File: src/sv/lbbc_pkg.sv
// ----------------------------------------------------------------------------
// lbbc_pkg: shared types and constants of the LRU block buffer cache
// Operation and status codes, slot geometry, controller/datapath bundles.
// ----------------------------------------------------------------------------
package lbbc_pkg;

	localparam int SLOT_COUNT     = 32;
	localparam int SLOT_BITS      = 5;
	localparam int TAG_BLOCK_BITS = 32;
	localparam int REF_BITS       = 8;
	localparam int DCNT_BITS      = 6;
	localparam logic [DCNT_BITS-1:0] FLUSH_THRESHOLD_RESET = 6'd29;
	localparam logic [REF_BITS-1:0]  REF_MAX = 8'hFF;

	typedef enum logic [1:0] {
		OP_GET      = 2'd0,
		OP_RELEASE  = 2'd1,
		OP_MARK     = 2'd2,
		OP_TRANSFER = 2'd3
	} op_t;

	typedef enum logic [1:0] {
		ST_OK      = 2'd0,
		ST_NOFREE  = 2'd1,
		ST_NOREF   = 2'd2,
		ST_SATUR   = 2'd3
	} status_t;

	typedef struct packed {
		logic                 load;      // capture request
		logic                 scan_clr;  // reset scan index and best trackers
		logic                 scan_step; // compare one slot, advance index
		logic                 commit;    // apply the operation
		logic                 promote;   // make slot newest, one rank pass
	} ctl_cmd_t;

	typedef struct packed {
		logic scan_last;   // index at last slot
		logic promote_req; // committed release dropped count to zero
	} ctl_sts_t;

endpackage

File: src/sv/lru_block_buffer_cache_unit.sv
// ----------------------------------------------------------------------------
// lru_block_buffer_cache_unit: LRU disk-block buffer cache controller
// Tag lookup, victim selection, reference and dirty tracking for 32 slots.
//
//  channel   dir  handshake                    payload
//  s_axis    in   s_axis_tvalid/s_axis_tready  tdata: operation, device,
//                                              block_number, slot
//  m_axis    out  m_axis_tvalid/m_axis_tready  tdata: status, granted_slot, hit,
//                                              needs_read, flush_needed, dirty_count
//  cfg       in   cfg_we                       cfg_wdata: flush_threshold
//
// get: the result beat follows a slot scan over all 32 slots, the commit and the
// rank update state; other operations skip the scan. One item at a time; the
// scan over the tag store bounds the rate. The block returns to idle after each taken result.
// Reset clears all slots at once; no clearing pass.
// A stalled result holds the block until taken.
// ----------------------------------------------------------------------------
module lru_block_buffer_cache_unit import lbbc_pkg::*; (
	input  logic        clk,
	input  logic        arst_n,
	input  logic        s_axis_tvalid,
	output logic        s_axis_tready,
	input  logic [47:0] s_axis_tdata,  // operation[1:0], device[9:2], block_number[41:10], slot[46:42]
	output logic        m_axis_tvalid,
	input  logic        m_axis_tready,
	output logic [15:0] m_axis_tdata,  // status[1:0], granted_slot[6:2], hit[7], needs_read[8], flush_needed[9], dirty_count[15:10]
	input  logic        cfg_we,
	input  logic [5:0]  cfg_wdata
);

	ctl_cmd_t             cmd;
	ctl_sts_t             sts;
	logic [DCNT_BITS-1:0] thr_q;
	logic [1:0]           st;
	logic [SLOT_BITS-1:0] gs;
	logic                 h, nr, fl;
	logic [DCNT_BITS-1:0] dc;

	always_ff @(posedge clk or negedge arst_n) begin
		if (!arst_n) thr_q <= FLUSH_THRESHOLD_RESET;
		else if (cfg_we) thr_q <= cfg_wdata;
	end

	lbbc_ctrl u_ctrl (
		.clk       (clk),
		.arst_n    (arst_n),
		.in_valid  (s_axis_tvalid),
		.in_ready  (s_axis_tready),
		.in_is_get (s_axis_tdata[1:0] == OP_GET),
		.out_ready (m_axis_tready),
		.out_valid (m_axis_tvalid),
		.sts       (sts),
		.cmd       (cmd)
	);

	lbbc_datapath u_dp (
		.clk            (clk),
		.arst_n         (arst_n),
		.cmd            (cmd),
		.sts            (sts),
		.in_op          (s_axis_tdata[1:0]),
		.in_dev         (s_axis_tdata[9:2]),
		.in_blk         (s_axis_tdata[41:10]),
		.in_slot        (s_axis_tdata[46:42]),
		.threshold      (thr_q),
		.res_status     (st),
		.res_slot       (gs),
		.res_hit        (h),
		.res_needs_read (nr),
		.res_flush      (fl),
		.res_dcnt       (dc)
	);

	assign m_axis_tdata = {dc, fl, nr, h, gs, st};

endmodule

File: src/sv/lbbc_datapath.sv
// ----------------------------------------------------------------------------
// lbbc_datapath: slot state and scan logic
// Holds tags, marks, counts and ranks; scans slots one per cycle for the
// newest matching tag and the least recent free clean slot.
// ----------------------------------------------------------------------------
module lbbc_datapath import lbbc_pkg::*; (
	input  logic                      clk,
	input  logic                      arst_n,
	input  ctl_cmd_t                  cmd,
	output ctl_sts_t                  sts,
	input  logic [1:0]                in_op,
	input  logic [7:0]                in_dev,
	input  logic [31:0]               in_blk,
	input  logic [SLOT_BITS-1:0]      in_slot,
	input  logic [DCNT_BITS-1:0]      threshold,
	output logic [1:0]                res_status,
	output logic [SLOT_BITS-1:0]      res_slot,
	output logic                      res_hit,
	output logic                      res_needs_read,
	output logic                      res_flush,
	output logic [DCNT_BITS-1:0]      res_dcnt
);

	logic [7:0]                tag_dev_q [SLOT_COUNT];
	logic [TAG_BLOCK_BITS-1:0] tag_blk_q [SLOT_COUNT];
	logic [SLOT_COUNT-1:0]     valid_q, dirty_q;
	logic [REF_BITS-1:0]       ref_q [SLOT_COUNT];
	logic [SLOT_BITS-1:0]      rank_q [SLOT_COUNT];

	logic [1:0]                op_q;
	logic [7:0]                dev_q;
	logic [TAG_BLOCK_BITS-1:0] blk_q;
	logic [SLOT_BITS-1:0]      slot_q;
	logic [SLOT_BITS-1:0]      idx_q;
	logic                      hit_f_q, vic_f_q, prom_q;
	logic [SLOT_BITS-1:0]      hit_s_q, hit_r_q, vic_s_q, vic_r_q;
	logic [DCNT_BITS-1:0]      dcnt_q;

	logic                      match, freec;
	logic [SLOT_BITS-1:0]      prom_r;

	assign match = (tag_dev_q[idx_q] == dev_q) && (tag_blk_q[idx_q] == blk_q);
	assign freec = (ref_q[idx_q] == '0) && !dirty_q[idx_q];
	assign prom_r = rank_q[slot_q];
	assign sts.scan_last = (idx_q == SLOT_BITS'(SLOT_COUNT-1));
	assign sts.promote_req = prom_q;

	always_ff @(posedge clk or negedge arst_n) begin
		if (!arst_n) begin
			valid_q <= '0;
			dirty_q <= '0;
			dcnt_q  <= '0;
			idx_q   <= '0;
			hit_f_q <= 1'b0;
			vic_f_q <= 1'b0;
			prom_q  <= 1'b0;
			res_status <= '0;
			res_slot <= '0;
			res_hit <= 1'b0;
			res_needs_read <= 1'b0;
			res_flush <= 1'b0;
			res_dcnt <= '0;
			for (int i = 0; i < SLOT_COUNT; i++) begin
				tag_dev_q[i] <= '0;
				tag_blk_q[i] <= '0;
				ref_q[i]     <= '0;
				rank_q[i]    <= SLOT_BITS'(SLOT_COUNT-1-i);
			end
		end else begin
			if (cmd.load) begin
				op_q   <= in_op;
				dev_q  <= in_dev;
				blk_q  <= in_blk[TAG_BLOCK_BITS-1:0];
				slot_q <= in_slot;
				prom_q <= 1'b0;
			end
			if (cmd.scan_clr) begin
				idx_q   <= '0;
				hit_f_q <= 1'b0;
				vic_f_q <= 1'b0;
			end
			if (cmd.scan_step) begin
				idx_q <= idx_q + 1'b1;
				if (match && (!hit_f_q || rank_q[idx_q] < hit_r_q)) begin
					hit_f_q <= 1'b1;
					hit_s_q <= idx_q;
					hit_r_q <= rank_q[idx_q];
				end
				if (freec && (!vic_f_q || rank_q[idx_q] > vic_r_q)) begin
					vic_f_q <= 1'b1;
					vic_s_q <= idx_q;
					vic_r_q <= rank_q[idx_q];
				end
			end
			if (cmd.commit) begin
				res_status <= ST_OK;
				res_slot <= '0;
				res_hit <= 1'b0;
				res_needs_read <= 1'b0;
				res_flush <= 1'b0;
				res_dcnt <= dcnt_q;
				case (op_t'(op_q))
					OP_GET: begin
						res_flush <= (dcnt_q >= threshold);
						if (hit_f_q) begin
							res_slot <= hit_s_q;
							res_hit <= 1'b1;
							res_needs_read <= !valid_q[hit_s_q];
							if (ref_q[hit_s_q] == REF_MAX) res_status <= ST_SATUR;
							else ref_q[hit_s_q] <= ref_q[hit_s_q] + 1'b1;
						end else if (vic_f_q) begin
							res_slot <= vic_s_q;
							res_needs_read <= 1'b1;
							tag_dev_q[vic_s_q] <= dev_q;
							tag_blk_q[vic_s_q] <= blk_q;
							valid_q[vic_s_q] <= 1'b0;
							ref_q[vic_s_q] <= REF_BITS'(1);
						end else begin
							res_status <= ST_NOFREE;
						end
					end
					OP_RELEASE: begin
						if (ref_q[slot_q] == '0) res_status <= ST_NOREF;
						else begin
							ref_q[slot_q] <= ref_q[slot_q] - 1'b1;
							prom_q <= (ref_q[slot_q] == REF_BITS'(1));
						end
					end
					OP_MARK: begin
						if (ref_q[slot_q] == '0) res_status <= ST_NOREF;
						else if (!dirty_q[slot_q]) begin
							dirty_q[slot_q] <= 1'b1;
							dcnt_q <= dcnt_q + 1'b1;
							res_dcnt <= dcnt_q + 1'b1;
						end
					end
					default: begin
						valid_q[slot_q] <= 1'b1;
						if (dirty_q[slot_q]) begin
							dirty_q[slot_q] <= 1'b0;
							dcnt_q <= dcnt_q - 1'b1;
							res_dcnt <= dcnt_q - 1'b1;
						end
					end
				endcase
			end
			if (cmd.promote) begin
				prom_q <= 1'b0;
				for (int i = 0; i < SLOT_COUNT; i++)
					if (rank_q[i] < prom_r) rank_q[i] <= rank_q[i] + 1'b1;
				rank_q[slot_q] <= '0;
			end
		end
	end

	assert property (@(posedge clk) disable iff (!arst_n)
		dcnt_q == DCNT_BITS'($countones(dirty_q)))
		else $error("dirty count out of step with marks");
	assert property (@(posedge clk) disable iff (!arst_n)
		cmd.scan_step |-> !cmd.commit)
		else $error("commit during scan");
	assert property (@(posedge clk) disable iff (!arst_n)
		cmd.promote |-> $past(cmd.commit))
		else $error("promote without preceding commit");

endmodule

File: src/sv/lbbc_ctrl.sv
// ----------------------------------------------------------------------------
// lbbc_ctrl: sequencer of the LRU block buffer cache
// Accepts a beat, runs the slot scan for get, commits, promotes a slot whose
// count a release dropped to zero, presents the result beat.
// ----------------------------------------------------------------------------
module lbbc_ctrl import lbbc_pkg::*; (
	input  logic     clk,
	input  logic     arst_n,
	input  logic     in_valid,
	output logic     in_ready,
	input  logic     in_is_get,
	input  logic     out_ready,
	output logic     out_valid,
	input  ctl_sts_t sts,
	output ctl_cmd_t cmd
);

	typedef enum logic [2:0] {S_IDLE, S_SCAN, S_COMMIT, S_PROMOTE, S_OUT} state_t;
	state_t state_q;

	assign in_ready = (state_q == S_IDLE);

	always_comb begin
		cmd = '0;
		cmd.load      = in_valid && in_ready;
		cmd.scan_clr  = in_valid && in_ready;
		cmd.scan_step = (state_q == S_SCAN);
		cmd.commit    = (state_q == S_COMMIT);
		cmd.promote   = (state_q == S_PROMOTE) && sts.promote_req;
	end

	always_ff @(posedge clk or negedge arst_n) begin
		if (!arst_n) begin
			state_q   <= S_IDLE;
			out_valid <= 1'b0;
		end else begin
			case (state_q)
				S_IDLE: if (in_valid) state_q <= in_is_get ? S_SCAN : S_COMMIT;
				S_SCAN: if (sts.scan_last) state_q <= S_COMMIT;
				S_COMMIT: state_q <= S_PROMOTE;
				S_PROMOTE: begin
					state_q   <= S_OUT;
					out_valid <= 1'b1;
				end
				S_OUT: if (out_ready) begin
					state_q   <= S_IDLE;
					out_valid <= 1'b0;
				end
				default: state_q <= S_IDLE;
			endcase
		end
	end

	assert property (@(posedge clk) disable iff (!arst_n)
		out_valid |-> (state_q == S_OUT))
		else $error("result beat outside output state");
	assert property (@(posedge clk) disable iff (!arst_n)
		(out_valid && !out_ready) |=> out_valid)
		else $error("result beat dropped");
	assert property (@(posedge clk) disable iff (!arst_n)
		(state_q == S_SCAN) |-> !in_ready)
		else $error("ready during scan");

endmodule

File: config.mk
export PLATFORM = sky130hd
export DESIGN_NAME = lru_block_buffer_cache_unit
export DESIGN_NICKNAME = d
export VERILOG_FILES = /design/src/sv/lbbc_pkg.sv /design/src/sv/lru_block_buffer_cache_unit.sv /design/src/sv/lbbc_datapath.sv /design/src/sv/lbbc_ctrl.sv
export SDC_FILE = /design/constraint.sdc
export NUM_CORES = 2
export LEC_CHECK = 0
export ABC_AREA = 1
export ABC_CLOCK_PERIOD_IN_PS = 9240
export BUFFER_PORTS_ARGS = -buffer_cell sky130_fd_sc_hd__buf_2
export CAP_MARGIN = 20
export CELL_PAD_IN_SITES_DETAIL_PLACEMENT = 1
export CELL_PAD_IN_SITES_GLOBAL_PLACEMENT = 2
export CORE_ASPECT_RATIO = 1.1
export CORE_MARGIN = 2
export CORE_UTILIZATION = 38
export DETAILED_ROUTE_END_ITERATION = 7
export PLACE_DENSITY = 0.77
export SETUP_SLACK_MARGIN = 0.1
export SLEW_MARGIN = 20
export SYNTH_ARGS = -nofsm -noshare
export SYNTH_HDL_FRONTEND = slang
export SYNTH_HIERARCHICAL = 1
export SYNTH_SLANG_ARGS = --single-unit
File: constraint.sdc
create_clock -name clk -period 9.24 [get_ports clk]
set_clock_uncertainty 0.1 [all_clocks]
set_input_delay 1.848 -clock clk [delete_from_list [all_inputs] [get_ports clk]]
set_output_delay 1.848 -clock clk [all_outputs]
set_load 0.02 [all_outputs]
# == After elaboration in Yosys (flattened, before gate mapping) ==
# Index checks and enable logic that the tools add are counted.
# W data, S select, Z words.
# totals
register_bits,1861
in_bits,59
out_inout_bits,18
elab_cells,471
# op_classes
n_addsub,37
magnitude_cmp,48
n_eq_ne,21
muxes,159
n_bitwise,18
n_reduce_logical,37
# op_table
op,n
$bwmux W1024,1
$mux W256,4
$bwmux W256,3
$pmux W256 S2,1
$mux W5,74
$mux W32,8
$and A224 B224 Y224,1
$not A224 Y224,1
$add A5 B1 Y5 const B,33
$lt A5 B5 Y1,33
$and A160 B160 Y160,1
$bmux W32 S5,1
$bmux W8 S5,4
$demux W32 S5,1
$not A160 Y160,1
$pmux W32 S2,2
$demux W8 S5,3
$or A32 B32 Y32,3
$mux W8,11
$and A32 B32 Y32,2
$not A32 Y32,2
$bmux W5 S5,2
$eq A32 B32 Y1,1
$demux W5 S5,1
47 further kinds,126

# == Depth between registers and ports, before layout ==
# depth
depth_word,10
ltp_mapped,28
mapped_depth_nobuf,22

# == Modules after synthesis ==
# The synthesis kept the hierarchy.
# modules_own_cells
module,instances,cells_per_inst,area_per_inst_um2,seq_area_each_um2
lbbc_datapath,1,14571,103950.9,46754.8
lru_block_buffer_cache_unit,1,29,252.7,155.1
lbbc_ctrl,1,35,247.7,100.1

# == Least setup slack after synthesis ==
# OpenSTA, ideal clock, no wires.
# synth_timing
path_kind,flip-flop to flip-flop
start,reg u_dp.slot_q[0]
end,reg u_dp/rank_q[36] in the netlist's numbering
setup_time_ps,80
arrival_time_ps,7406
t_required_ps,9060
slack_ps,1654
stages_incl_launch_ff,18
n_path_buf,4
synth_period_minus_slack_ps,7586
path_cell_list,edfxtp_1 buf_4 inv_1 nand2_1 buf_2 buf_1 buf_1 o22ai_1 o21ai_0 nand2_1 a2111oi_0 ha_1 nand2_1 nor2_1 nand2_1 nand2_1 o21ai_0 a21boi_0
# synth_between
elab_chain_len,8
word_cells_on_any_way,14
cone_classes,order compare (3); mux (7); bitwise (3); reduce/logical (1)
# synth_lines
item,line,source
"start, declared",lbbc_datapath.sv:33,logic [SLOT_BITS-1:0] slot_q;
"start signal, assigned",lbbc_datapath.sv:74,slot_q <= in_slot;
$not A5 Y6 (implied by the code) (*),"lbbc_datapath.sv:44, lbbc_datapath.sv:151",
$bmux W5 S5,lbbc_datapath.sv:44,assign prom_r = rank_q[slot_q];
$mux W5 (implied by the code) (2 in series),lbbc_datapath.sv:44,
$lt A5 B5 Y1,lbbc_datapath.sv:150,if (rank_q[i] < prom_r) rank_q[i] <= rank_q[i] + 1'b1;
$mux W5,lbbc_datapath.sv:150,
$mux W5,lbbc_datapath.sv:147,if (cmd.promote) begin
$and A160 B160 Y160 (no line) (*),n/a,
"end signal, assigned by index",lbbc_datapath.sv:67,rank_q[i] <= SLOT_BITS'(SLOT_COUNT-1-i);
"end, declared",lbbc_datapath.sv:28,logic [SLOT_BITS-1:0] rank_q [SLOT_COUNT];
# Every way passes the cells marked *; elsewhere a longest branch is shown, timed or not. The select of a mux whose other input is x is not followed.
# A chain may end at the register's enable or synchronous reset.

# == Worst setup path after layout ==
# layout_timing
start,reg u_dp.slot_q[1]
end,reg u_dp/ref_q[229] in the netlist's numbering
# layout_between
elab_chain_len,8
word_cells_on_any_way,16
cone_classes,add/sub (1); order compare (2); eq/ne (1); mux (8); bitwise (1); reduce/logical (3)
# layout_lines
item,line,source
$not A5 Y6 (implied by the code) (*),"lbbc_datapath.sv:123, lbbc_datapath.sv:125",
"$bmux W8 S5, or another cell as far along","lbbc_datapath.sv:123, lbbc_datapath.sv:125",
$mux W8 (implied by the code) or $logic_and A1 B1 Y1 (tied branches),"lbbc_datapath.sv:123, lbbc_datapath.sv:125",
"$mux W8, on equally long branches","lbbc_datapath.sv:123, lbbc_datapath.sv:125",
$sub A8 B1 Y8 or $demux W8 S5 (tied branches),lbbc_datapath.sv:125,ref_q[slot_q] <= ref_q[slot_q] - 1'b1;
$bwmux W256,lbbc_datapath.sv:125,
$mux W256,lbbc_datapath.sv:123,if (ref_q[slot_q] == '0) res_status <= ST_NOREF;
$pmux W256 S2,lbbc_datapath.sv:102,case (op_t'(op_q))
"end signal, assigned by index",lbbc_datapath.sv:110,else ref_q[hit_s_q] <= ref_q[hit_s_q] + 1'b1;
"end signal, assigned by index",lbbc_datapath.sv:125,
"end, declared",lbbc_datapath.sv:27,logic [REF_BITS-1:0] ref_q [SLOT_COUNT];
# Marked as above.

==> results.py <==
metrics = {
    "sta": {
        "period_share": 0.735,
        "postLayoutSetupSlackWorst_ns": 2.45,
        "setup_viol": 0,
        "worst_pin_slew_ns": 1.34,
        "fmax_ghz": 0.147,
        "finalMaxSlewViolations": 0,
        "slew_headroom": 0.102,
        "rsz0062_at_grt": "false",
        "setup_tns_ns": 0,
        "fin_crit_ns": 6.79,
        "finalHoldViolCount": 0,
    },
    "floorplan": {
        "dieHeight_um": 554,
        "row_count": 201,
        "coreArea_mm2": 0.273,
        "ioPinCount": 77,
        "floorplan.initialDensity": 0.382,
        "die_width_um": 504,
        "dieArea_mm2": 0.279,
    },
    "synthesis": {
        "synth_xor_area_frac": 0.00864,
        "synthTopCellsByArea": "dfrtp_1 41%, nand2_1 22%, o21ai_0 9.4%, nand3_1 6.1%, clkbuf_1 2.7%",
        "synth_seq_area_share": 0.450,
        "synthSimpleGateAreaFrac": 0.322,
        "ys.flop_type": "dfrtp_1",
        "synth_compound_area_frac": 0.137,
        "synth_cell_types": 55,
        "yosysWarnings": 6,
        "yosys-top-cells-count": "6,027 x nand2_1, 1,954 x o21ai_0, 1,710 x dfrtp_1",
        "synthMuxAreaShare": 0,
        "synth_edf_count": 67,
        "synthCells": 14635,
        "syn_area_mm2": 0.104,
        "yosysMostFrequentCell": "nand2_1",
        "synthArstFlopShare": 0.964,
        "yosys_register_bits": 1861,
        "synth_top_cell_area_share": 0.410,
        "synth_top_family_by_area": "simple AND/OR/NAND/NOR gates",
        "synthAdderAreaFrac": 0.0228,
        "synth_area_leader_cell": "dfrtp_1",
        "syn-num-nets": 14884,
        "syn_area_per_cell_um2": 7.14,
    },
    "route": {
        "vias": 105119,
        "drtPass1Iterations": 6,
        "routed_wirelength_mm": 490,
        "routedWlPerCell_um": 27.2,
        "antenna_left": 0,
        "drt_iter0_drc": 10064,
        "viasPerCell": 5.84,
        "drc": 0,
    },
    "critical_path": {
        "worstPathRequired_ns": 9.93,
        "crit_path_max_fanout": 36,
        "critPathLaunchType": "register",
        "critPathArrivalTime_ns": 7.48,
        "crit_type": "reg -> reg",
        "crit_path_end_kind": "register",
    },
    "pwr": {
        "p_total_uw": 26800,
        "power_density_mw_per_mm2": 233,
        "peakVddDrop_mv": 0.196,
        "total_leakage_power_uw": 0.0547,
    },
    "final_layout": {
        "area_growth_pct": 10.2,
        "design_area_mm2": 0.115,
        "drive_gt1_frac": 0.0618,
        "final_util": 0.421,
        "nets": 14400,
        "nFillCells": 34046,
    },
    "global_routing": {
        "antenna_found_initial": 21,
        "grt_pass1_wl_mm": 720,
        "grt_pass1_vias": 106362,
        "grt_usage": 0.343,
        "grt-ovfl-total": 0,
        "grt_max_degree": 197,
    },
    "clock_network": {
        "cts_tree": "done",
        "cts.htree.levels": 4,
        "cts_made_buffers": 223,
        "root_buffer": "clkbuf_16",
        "cts_setup_buffers": 0,
        "hold_buffers": 0,
        "clock_sinks": 1861,
        "cts_resized": 0,
        "cts.path.max_buffers": 4,
        "path_clk_slew_ns": 0.06,
        "clock_latency_ns": 0.92,
    },
    "placed_design": {
        "gp_congestion": 0.979,
        "place_area_mm2": 0.108,
        "portBuffers": 75,
        "dp_hpwl_mm": 302,
        "dp_slack_ns": 2.77,
    },
    "status": {
        "status": "finished, final reports clean",
    },
    "min_path": {
        "hp-class": "reg -> reg",
    },
    "run": {
        "max_cap_violations": 0,
    },
}
metrics by stage:
| step | hold slack, ns | std cells |
|---|---|---|
| after floorplan | 0.337 | 14635 |
| after global placement | 0.352 | 17577 |
| after detailed placement | 0.358 | 17577 |
| after CTS | 0.371 | 17980 |
| after global routing | 0.385 | 17984 |
| final | 0.367 | 17991 |
worst paths after layout:
| kind | startpoint | cells after the start | slack (ns) | to |
|---|---|---|---|---|
| max in group asynchronous | arst_n | 4 | 5.78 | u_dp/tag_blk_q[210] |
| worst min-delay path | thr_q[1] | 2 | 0.37 | thr_q[1] |
| worst min register to register | thr_q[1] | 2 | 0.37 | thr_q[1] |
| worst max-delay path | u_dp/slot_q[1] | 17 | 2.45 | u_dp/ref_q[229] |
| min in group asynchronous | arst_n | 1 | 0.73 | u_dp/ref_q[62] |
| worst max register to register | u_dp/slot_q[1] | 17 | 2.45 | u_dp/ref_q[229] |
cell type report:
cell class / instances / area [um2] / area share
clock inverter: 66 / 664 / 0.00577
clock buffer: 337 / 6530 / 0.0568
tap: 3654 / 4570 / 0.0397
multi-input combinational: 11205 / 51700 / 0.449
inverter: 578 / 2220 / 0.0193
timing repair buffer: 282 / 2330 / 0.0202
antenna: 8 / 20.0 / 0.000174
sequential: 1861 / 47000 / 0.409
cell usage in the layout, fill, tap and decap left out, drive strengths merged, types with 67 or more instances in the layout:
cell    count
o22ai     109
inv       577
xor2       68
o21ai    1964
nor2      649
nand3    1265
buf       282
ha        189
nand4     203
clkbuf    337
nand2    6061
a21oi     272
dfstp      84
dfrtp    1710
edfxtp     67
critical path, stage by stage (launching register included):
cell	delay, ns
edfxtp_1	0.91
inv_6	0.18
nand2_4	0.33
inv_2	0.42
buf_4	0.48
nand2_1	0.12
o21ai_0	0.10
o21ai_1	0.60
nand4_1	0.26
nor2_4	0.32
buf_4	0.79
nand4_1	0.16
nand2_1	0.66
buf_4	0.76
nand2_1	0.15
nand2_1	0.11
nand2_1	0.06
nand2_1	0.07
flip-flops by register name, summed over array words and instances, names as in the netlist, 2 cells and up, named ones only:
signal	flops
u_dp/idx_q	5
u_dp/tag_blk_q	1024
u_dp/op_q	2
u_dp/vic_s_q	5
u_dp/vic_r_q	5
u_dp/hit_s_q	5
u_dp/res_slot	5
u_dp/dcnt_q	6
u_dp/blk_q	32
thr_q	6
u_dp/slot_q	5
u_dp/res_status	2
u_dp/tag_dev_q	256
u_dp/dev_q	8
u_dp/rank_q	160
u_dp/hit_r_q	5
u_dp/valid_q	32
u_ctrl/state_q	3
u_dp/ref_q	256
logic make-up (layout without fill, tap and decap cells):
family,Yosys count,count (layout)
fa+ha+maj,190,190
compound gates,2659,2659
buf+inv,1569,1263
xor+xnor,103,103
other cells,0,8
flops,1861,1861
simple gates,8253,8253
routing by layer:
| metal | share of wire | vias up | global-route usage |
|---|---|---|---|
| li1 | - | 46900 | - |
| met1 | 0.41 | 53298 | 0.439 |
| met2 | 0.46 | 3715 | 0.556 |
| met3 | 0.062 | 1194 | 0.0489 |
| met4 | 0.064 | 12 | 0.190 |
| met5 | 0.00017 | - | 0 |
power by group:
| group | internal, uW | total (uW) | switching (uW) |
|---|---|---|---|
| clock | 5100 | 8880 | 3780 |
| sequential | 8900 | 9680 | 782 |
| combinational | 1880 | 8200 | 6320 |
| total | 15900 | 26800 | 10900 |
(Power assumes the default switching activity.)
